File: src/sv/msf_pkg.sv
// Package for the multi-stack shared free list: item types, status codes and
// the command and status structs between controller and datapath. No dependencies.
package msf_pkg;

  // Action codes of a request item.
  localparam logic ACT_PUSH = 1'b0;
  localparam logic ACT_POP  = 1'b1;

  // Value returned by a pop from an empty or missing stack.
  localparam logic [31:0] EMPTY_VALUE = 32'hFFFF_FFFF;

  typedef enum logic [1:0] {
    ST_OK       = 2'd0,
    ST_OVERFLOW = 2'd1,
    ST_EMPTY    = 2'd2
  } status_t;

  typedef struct packed {
    logic               action;
    logic [1:0]         stack_sel;
    logic signed [31:0] push_value;
  } req_t;

  typedef struct packed {
    status_t            status;
    logic signed [31:0] pop_value;
  } rsp_t;

  // Commands from the controller to the datapath.
  typedef struct packed {
    logic    capture;
    logic    lookup;
    logic    fetch;
    logic    push_commit;
    logic    pop_commit;
    logic    emit;
    status_t emit_status;
  } ctl_cmd_t;

  // Status from the datapath to the controller.
  typedef struct packed {
    logic is_pop;
    logic sel_ok;
    logic head_null;
    logic free_null;
    logic rsp_free;
  } ctl_stat_t;

endpackage

File: src/sv/msf_datapath.sv
// Datapath of the multi-stack shared free list: slot data and link memories,
// stack head memory, free head, fill count and the result register. Uses msf_pkg.
module msf_datapath #(
  parameter int NUM_STACKS      = 4,
  parameter int SLOTS_PER_STACK = 4
) (
  input  logic               clk,
  input  logic               rst,
  input  msf_pkg::req_t      req,
  input  msf_pkg::ctl_cmd_t  cmd,
  output msf_pkg::ctl_stat_t stat,
  output logic               rsp_valid,
  input  logic               rsp_ready,
  output msf_pkg::rsp_t      rsp
);
  import msf_pkg::*;

  localparam int POOL  = NUM_STACKS * SLOTS_PER_STACK;
  localparam int LINKW = $clog2(POOL + 1);
  localparam int AW    = (POOL > 1) ? $clog2(POOL) : 1;
  localparam int SW    = (NUM_STACKS > 1) ? $clog2(NUM_STACKS) : 1;
  localparam logic [LINKW-1:0] NULL_LINK = LINKW'(POOL);

  // Captured item.
  req_t item;

  // Free list head and count of slots whose link word has been written.
  // Slots at or above the fill count read as their reset link, slot + 1.
  logic [LINKW-1:0] free_head;
  logic [LINKW-1:0] fill;

  // Stack heads with valid bits; an invalid head reads as null.
  logic [LINKW-1:0] head_mem [NUM_STACKS];
  logic [NUM_STACKS-1:0] head_valid;
  logic [LINKW-1:0] head_rd;
  logic             head_vld_rd;

  // Slot link and data memories with registered reads.
  logic [LINKW-1:0] link_mem [POOL];
  logic [31:0]      data_mem [POOL];
  logic [LINKW-1:0] link_raw;
  logic [LINKW-1:0] link_emul;
  logic             link_known;
  logic [31:0]      data_rd;

  logic [SW-1:0]    req_idx;
  logic [SW-1:0]    item_idx;
  logic [LINKW-1:0] head_eff;
  logic [LINKW-1:0] link_eff;
  logic [LINKW-1:0] link_addr;
  logic [LINKW-1:0] link_wr_addr;
  logic [LINKW-1:0] link_wr_data;
  logic             link_we;

  assign req_idx  = SW'(req.stack_sel);
  assign item_idx = SW'(item.stack_sel);
  assign head_eff = head_vld_rd ? head_rd : NULL_LINK;
  assign link_eff = link_known ? link_raw : link_emul;

  // A lookup reads the link of the free head, a fetch that of the stack top.
  assign link_addr = cmd.fetch ? head_eff : free_head;

  // A push links the free slot above the top; a pop returns the top to the free list.
  assign link_we      = cmd.push_commit | cmd.pop_commit;
  assign link_wr_addr = cmd.push_commit ? free_head : head_eff;
  assign link_wr_data = cmd.push_commit ? head_eff : free_head;

  // Status to the controller.
  assign stat.is_pop    = (item.action == ACT_POP);
  assign stat.sel_ok    = (32'(item.stack_sel) < NUM_STACKS);
  assign stat.head_null = (head_eff == NULL_LINK);
  assign stat.free_null = (free_head == NULL_LINK);
  assign stat.rsp_free  = !rsp_valid || rsp_ready;

  // Item capture.
  always_ff @(posedge clk) begin
    if (cmd.capture) begin
      item <= req;
    end
  end

  // Stack head memory: read on lookup, write on commit.
  always_ff @(posedge clk) begin
    if (cmd.lookup) begin
      head_rd <= head_mem[req_idx];
    end
    if (link_we) begin
      head_mem[item_idx] <= cmd.push_commit ? free_head : link_eff;
    end
  end

  // Head valid bits, free head and fill count.
  always_ff @(posedge clk) begin
    if (rst) begin
      head_valid  <= '0;
      head_vld_rd <= 1'b0;
      free_head   <= '0;
      fill        <= '0;
    end else begin
      if (cmd.lookup) begin
        head_vld_rd <= head_valid[req_idx];
      end
      if (link_we) begin
        head_valid[item_idx] <= 1'b1;
      end
      if (cmd.push_commit) begin
        free_head <= link_eff;
        if (free_head == fill) begin
          fill <= fill + LINKW'(1);
        end
      end else if (cmd.pop_commit) begin
        free_head <= head_eff;
      end
    end
  end

  // Link memory with the fill-count substitute for never-written entries.
  always_ff @(posedge clk) begin
    if (cmd.lookup || cmd.fetch) begin
      link_raw   <= link_mem[link_addr[AW-1:0]];
      link_known <= (link_addr < fill);
      link_emul  <= link_addr + LINKW'(1);
    end
    if (link_we) begin
      link_mem[link_wr_addr[AW-1:0]] <= link_wr_data;
    end
  end

  // Data memory: read the top on fetch, write the pushed value on commit.
  always_ff @(posedge clk) begin
    if (cmd.fetch) begin
      data_rd <= data_mem[head_eff[AW-1:0]];
    end
    if (cmd.push_commit) begin
      data_mem[free_head[AW-1:0]] <= item.push_value;
    end
  end

  // Result register.
  always_ff @(posedge clk) begin
    if (rst) begin
      rsp_valid <= 1'b0;
    end else if (cmd.emit) begin
      rsp_valid <= 1'b1;
    end else if (rsp_ready) begin
      rsp_valid <= 1'b0;
    end
  end

  always_ff @(posedge clk) begin
    if (cmd.emit) begin
      rsp.status <= cmd.emit_status;
      if (cmd.pop_commit) begin
        rsp.pop_value <= data_rd;
      end else if (cmd.emit_status == ST_EMPTY) begin
        rsp.pop_value <= EMPTY_VALUE;
      end else begin
        rsp.pop_value <= '0;
      end
    end
  end

  // The free head is either a rewritten slot or the next never-used slot.
  a_free_in_fill: assert property (@(posedge clk) disable iff (rst)
    !stat.free_null |-> free_head <= fill)
    else $error("free head beyond fill count");

  // An exhausted free list means every slot has been used once.
  a_full_fill: assert property (@(posedge clk) disable iff (rst)
    stat.free_null |-> fill == NULL_LINK)
    else $error("free list empty before pool filled");

  // A pop only commits on an existing, non-empty stack.
  a_pop_target: assert property (@(posedge clk) disable iff (rst)
    cmd.pop_commit |-> (stat.sel_ok && !stat.head_null))
    else $error("pop commit on empty stack");

  // A new result never overwrites one that has not been taken.
  a_no_overwrite: assert property (@(posedge clk) disable iff (rst)
    cmd.emit |-> stat.rsp_free)
    else $error("result overwritten");

endmodule

File: src/sv/msf_ctrl.sv
// Controller of the multi-stack shared free list: sequences lookup, fetch and
// commit of one item at a time. Uses msf_pkg.
module msf_ctrl (
  input  logic               clk,
  input  logic               rst,
  input  logic               req_valid,
  output logic               req_ready,
  input  msf_pkg::ctl_stat_t stat,
  output msf_pkg::ctl_cmd_t  cmd
);
  import msf_pkg::*;

  typedef enum logic [1:0] {
    S_IDLE,
    S_LOOKUP,
    S_FETCH
  } state_t;

  state_t state;
  state_t state_next;

  assign req_ready = (state == S_IDLE);

  // Command decode and next state.
  always_comb begin
    cmd         = '0;
    cmd.emit_status = ST_OK;
    state_next  = state;
    case (state)
      S_IDLE: begin
        if (req_valid) begin
          cmd.capture = 1'b1;
          cmd.lookup  = 1'b1;
          state_next  = S_LOOKUP;
        end
      end
      S_LOOKUP: begin
        if (stat.is_pop) begin
          if (!stat.sel_ok || stat.head_null) begin
            if (stat.rsp_free) begin
              cmd.emit        = 1'b1;
              cmd.emit_status = ST_EMPTY;
              state_next      = S_IDLE;
            end
          end else begin
            cmd.fetch  = 1'b1;
            state_next = S_FETCH;
          end
        end else if (stat.rsp_free) begin
          cmd.emit   = 1'b1;
          state_next = S_IDLE;
          if (!stat.sel_ok || stat.free_null) begin
            cmd.emit_status = ST_OVERFLOW;
          end else begin
            cmd.push_commit = 1'b1;
          end
        end
      end
      S_FETCH: begin
        if (stat.rsp_free) begin
          cmd.pop_commit = 1'b1;
          cmd.emit       = 1'b1;
          state_next     = S_IDLE;
        end
      end
      default: begin
        state_next = S_IDLE;
      end
    endcase
  end

  // State register.
  always_ff @(posedge clk) begin
    if (rst) begin
      state <= S_IDLE;
    end else begin
      state <= state_next;
    end
  end

endmodule

File: src/sv/multi_stack_shared_free_list.sv
// The item is captured and its stack head read on acceptance; from the lookup state a push
// or empty pop registers its result, while a pop of a value first passes the fetch state,
// where the top slot's link and data are read. The next item is accepted the cycle after
// its result is registered, and a result not yet taken holds the item at commit.
// Reset (rst, synchronous) empties all stacks and chains every slot on the free list at
// once: a fill count stands in for the link memory's reset values, so no clearing pass.
module multi_stack_shared_free_list #(
  parameter int NUM_STACKS      = 4,
  parameter int SLOTS_PER_STACK = 4
) (
  input  logic          clk,
  input  logic          rst,
  input  logic          req_valid,
  output logic          req_ready,
  input  msf_pkg::req_t req,
  output logic          rsp_valid,
  input  logic          rsp_ready,
  output msf_pkg::rsp_t rsp
);
  import msf_pkg::*;

  ctl_cmd_t  cmd;
  ctl_stat_t stat;

  // Sequencer.
  msf_ctrl u_ctrl (
    .clk       (clk),
    .rst       (rst),
    .req_valid (req_valid),
    .req_ready (req_ready),
    .stat      (stat),
    .cmd       (cmd)
  );

  // Memories, heads and result register.
  msf_datapath #(
    .NUM_STACKS      (NUM_STACKS),
    .SLOTS_PER_STACK (SLOTS_PER_STACK)
  ) u_datapath (
    .clk       (clk),
    .rst       (rst),
    .req       (req),
    .cmd       (cmd),
    .stat      (stat),
    .rsp_valid (rsp_valid),
    .rsp_ready (rsp_ready),
    .rsp       (rsp)
  );

endmodule
File: config.mk
export PLATFORM = sky130hd
export DESIGN_NAME = multi_stack_shared_free_list
export DESIGN_NICKNAME = d
export VERILOG_FILES = /design/src/sv/msf_pkg.sv /design/src/sv/msf_datapath.sv /design/src/sv/msf_ctrl.sv /design/src/sv/multi_stack_shared_free_list.sv
export SDC_FILE = /design/constraint.sdc
export NUM_CORES = 1
export LEC_CHECK = 0
export BUFFER_PORTS_ARGS = -buffer_cell sky130_fd_sc_hd__buf_2
export CORE_AREA = 5 5 227 229
export CTS_BUF_LIST = sky130_fd_sc_hd__clkbuf_4 sky130_fd_sc_hd__clkbuf_8 sky130_fd_sc_hd__clkbuf_16
export DETAILED_ROUTE_END_ITERATION = 12
export DIE_AREA = 0 0 232 234
export GPL_TIMING_DRIVEN = 0
export PLACE_DENSITY = 0.81
export SYNTH_ARGS = -nofsm -noshare
export SYNTH_HDL_FRONTEND = slang
export SYNTH_HIERARCHICAL = 1
export SYNTH_SLANG_ARGS = --single-unit
export TNS_END_PERCENT = 100
File: constraint.sdc
create_clock -name clk -period 11.4 [get_ports clk]
set_input_delay 1.14 -clock clk [delete_from_list [all_inputs] [get_ports clk]]
set_output_delay 1.14 -clock clk [all_outputs]
set_load 0.01 [all_outputs]
==> flow_summary.json <==
{
  "finalCriticalPeriod_ps": 4911,
  "cts_root_buffer": "clkbuf_16",
  "intPower_uw": 4482,
  "grt_pass1_wl_mm": 107.2,
  "layout_common_cells": "729 x edfxtp_1, 202 x a21oi_1, 191 x nand2_1",
  "r2r_setup_slack_ps": 6490,
  "yosys_register_bits": 747,
  "mostFrequentLayoutCell": "edfxtp_1",
  "clk_latency_ps": 610,
  "synthDistinctLibCells": 60,
  "slew_violations": 0,
  "endpoint_kind": "register",
  "antenna_cells": 0,
  "antenna_found_initial": 0,
  "first_pass_iters": 6,
  "critPathMaxStageDelay_ps": 680,
  "crit_arrival_ps": 5240,
  "power.total_uw": 5627,
  "power.switching_uw": 1145,
  "initial_core_util": 0.5896,
  "path_clk_slew_ps": 60,
  "seq_area_frac_synth": 0.7631,
  "ctsResizeCount": 0,
  "drt-initial-drc-count": 2434,
  "drc": 0,
  "hold_path.class": "reg -> reg",
  "crit_buf_inv": 5,
  "slowest_stage": "and3_4",
  "postSynthCellCount": 1813,
  "seq_power_share": 0.548,
  "gr-total-overflow": 0,
  "fin_skew_ps": 21.11,
  "grt_pass1_vias": 17494,
  "cpMostUsedCell": "buf_6",
  "ios": 75,
  "gp_congestion": 0.8810,
  "relSlewSlack": 0.1216,
  "ant_nets": 0,
  "start_kind": "register",
  "core_region_area_um2": 49450,
  "fp.dieH_um": 234,
  "swShare": 0.2035,
  "postCtsSetupRepairBufs": 0,
  "vias_per_cell": 6.400,
  "p_leak_uw": 0.01159,
  "track_usage": 0.2640,
  "wl_per_cell_um": 26.42,
  "status": "finished, final reports clean",
  "area_growth_pct": 14.26,
  "cts_max_path_buffers": 3,
  "hold_viol": 0,
  "cts_hold_buf": 0,
  "crit_type": "reg -> reg",
  "htree_levels": 3,
  "finalCritPeriodShare": 0.4308,
  "avgSynthCellArea_um2": 16.08,
  "syn_area_um2": 29160,
  "tightest_slew_ps": 1318,
  "cts_buffers": 75,
  "synth_edf_count": 729,
  "grt_setup_unrepaired": "no",
  "async_flop_share": 0,
  "wl_mm": 71.82,
  "fmax_mhz": 203.6,
  "dp.cells": 2587,
  "io_buffers": 74,
  "vdd_drop_max_v": 0.0001859,
  "cp_top_family": "simple AND/OR/NAND/NOR gates",
  "vias": 17396,
  "drive_gt1_frac": 0.2033,
  "cts_num_sinks": 747,
  "grt_max_degree": 36,
  "n_fill_cell": 3237,
  "clockPowerShare": 0.419,
  "cts_tree": "built",
  "power_density_nw_per_um2": 168.9,
  "dieWidth_um": 232,
  "final_nets": 2040,
  "die_area_um2": 54290,
  "num_rows": 82,
  "tns_ps": 0,
  "power_frac_comb": 0.033,
  "cp_data_required_time_ps": 11730,
  "crit_chain": "clkbuf_1 -> o21ai_1 -> buf_2 -> nand2_1 -> nor2_1 -> nor2b_4 -> and3_4 -> buf_6 -> nand2b_4 -> nand2_4 -> inv_4 -> buf_6 -> mux2i_1 -> o22ai_1 -> or4_1",
  "yosysWarnings": 6,
  "fin_cells": 2718,
  "cp_max_fo": 34,
  "ys.flop_type": "edfxtp_1",
  "syn-num-nets": 1861,
  "finalSetupViolCount": 0,
  "timing.hold.ws_ps": 486.1,
  "hpwl_mm": 46.08,
  "cap_viol_max_count": 0
}
## cell families (layout without fill, tap and decap cells)
group,after synthesis,count (layout),share of synthesized area
flip-flops,747,747,0.7631
AO/OA/AOI/OAI,410,410,0.08866
AND/OR/NAND/NOR,309,309,0.04630
multiplexers,195,195,0.07449
other,1,1,0.0001286
XOR/XNOR,10,10,0.003004
adder cells (fa/ha/maj),10,10,0.004205
buffers and inverters,131,364,0.02008
## power groups by stage
stage | registers, uW | clock network [uW] | logic (uW)
2_1_floorplan | 3120 | 0 | 117
3_3_place_gp | 3140 | 0 | 174
3_5_place_dp | 3140 | 0 | 184
4_1_cts | 3080 | 2380 | 186
5_1_grt | 3080 | 2500 | 200
6_report | 3080 | 2360 | 188
## layer usage
layer  vias up  share of wire  track usage
met5         -              0            0
met4         0          0.035       0.1025
met3       193           0.11      0.06320
met2      1142           0.47       0.4191
met1      8647           0.38       0.3611
li1       7414              -            -
## cell type report
cell class | instances | area, um2 | share of cell area
Sequential cell | 747 | 22250 | 0.6679
Multi-Input combinational cell | 935 | 6439 | 0.1933
Clock buffer | 99 | 2100 | 0.06302
Tap cell | 672 | 840.8 | 0.02524
Timing Repair Buffer | 102 | 827.0 | 0.02482
Buffer | 115 | 523.0 | 0.01570
Clock inverter | 32 | 272.8 | 0.008187
Inverter | 16 | 62.56 | 0.001878
## sequential cells by signal (all words and copies together), names as in the netlist
register	cells
u_datapath/data_mem	512
u_datapath/link_mem	80
u_datapath/rsp	34
u_datapath/data_rd	32
u_datapath/item	32
u_datapath/head_mem	20
u_datapath/fill	5
u_datapath/free_head	5
u_datapath/head_rd	5
u_datapath/link_emul	5
u_datapath/link_raw	5
u_datapath/head_valid	4
u_ctrl/state	2
u_datapath/item_idx	2
u_datapath/head_vld_rd	1
u_datapath/link_known	1
u_datapath/rsp_valid	1
u_datapath/stat	1
## path summary, 6_finish.rpt
check	end	cells past startpoint	startpoint
worst max-delay path	u_datapath/link_raw[2]	15	u_datapath/head_rd[1]
worst min-delay path	u_datapath/head_valid[0]	2	u_datapath/head_valid[0]
worst max register to register	u_datapath/link_raw[2]	15	u_datapath/head_rd[1]
worst min register to register	u_datapath/head_valid[0]	2	u_datapath/head_valid[0]
## through the flow
step	utilization	setup slack, ps	area, um2
final	0.6737	6489	33320
after global routing	0.6737	6434	33320
after CTS	0.6737	6710	33320
after detailed placement	0.6257	6678	30940
after global placement	0.6141	3247	30370
after floorplan	-	6175	29160
## tightest hold or removal path, stage by stage, from the launching register on
cell and delay, ps:
dfxtp_1 330, nor2_1 50, nor2_1 70
## synth_stat cells (5+ instances only)
cell type / count / area share
edfxtp_1: 729 / 0.75
mux4_2: 6 / 0.0046
nand2_1: 191 / 0.025
nand3b_1: 5 / 0.0013
buf_4: 6 / 0.0015
a221oi_1: 64 / 0.019
inv_1: 13 / 0.0017
buf_2: 31 / 0.0053
clkbuf_1: 66 / 0.0085
nor3b_1: 6 / 0.0015
a21o_1: 32 / 0.0082
xnor2_1: 6 / 0.0018
o221ai_1: 32 / 0.0096
a31oi_1: 6 / 0.0013
nand3_1: 5 / 0.00086
o22ai_1: 20 / 0.0043
mux2i_1: 73 / 0.025
a211oi_1: 5 / 0.0013
nor3_1: 8 / 0.0014
dfxtp_1: 18 / 0.012
nor2_1: 60 / 0.0077
buf_1: 8 / 0.0010
mux2_2: 114 / 0.044
ha_1: 9 / 0.0039
a21oi_1: 202 / 0.035
o21ai_0: 37 / 0.0064
No activity file was read; power rests on OpenSTA's default activity.
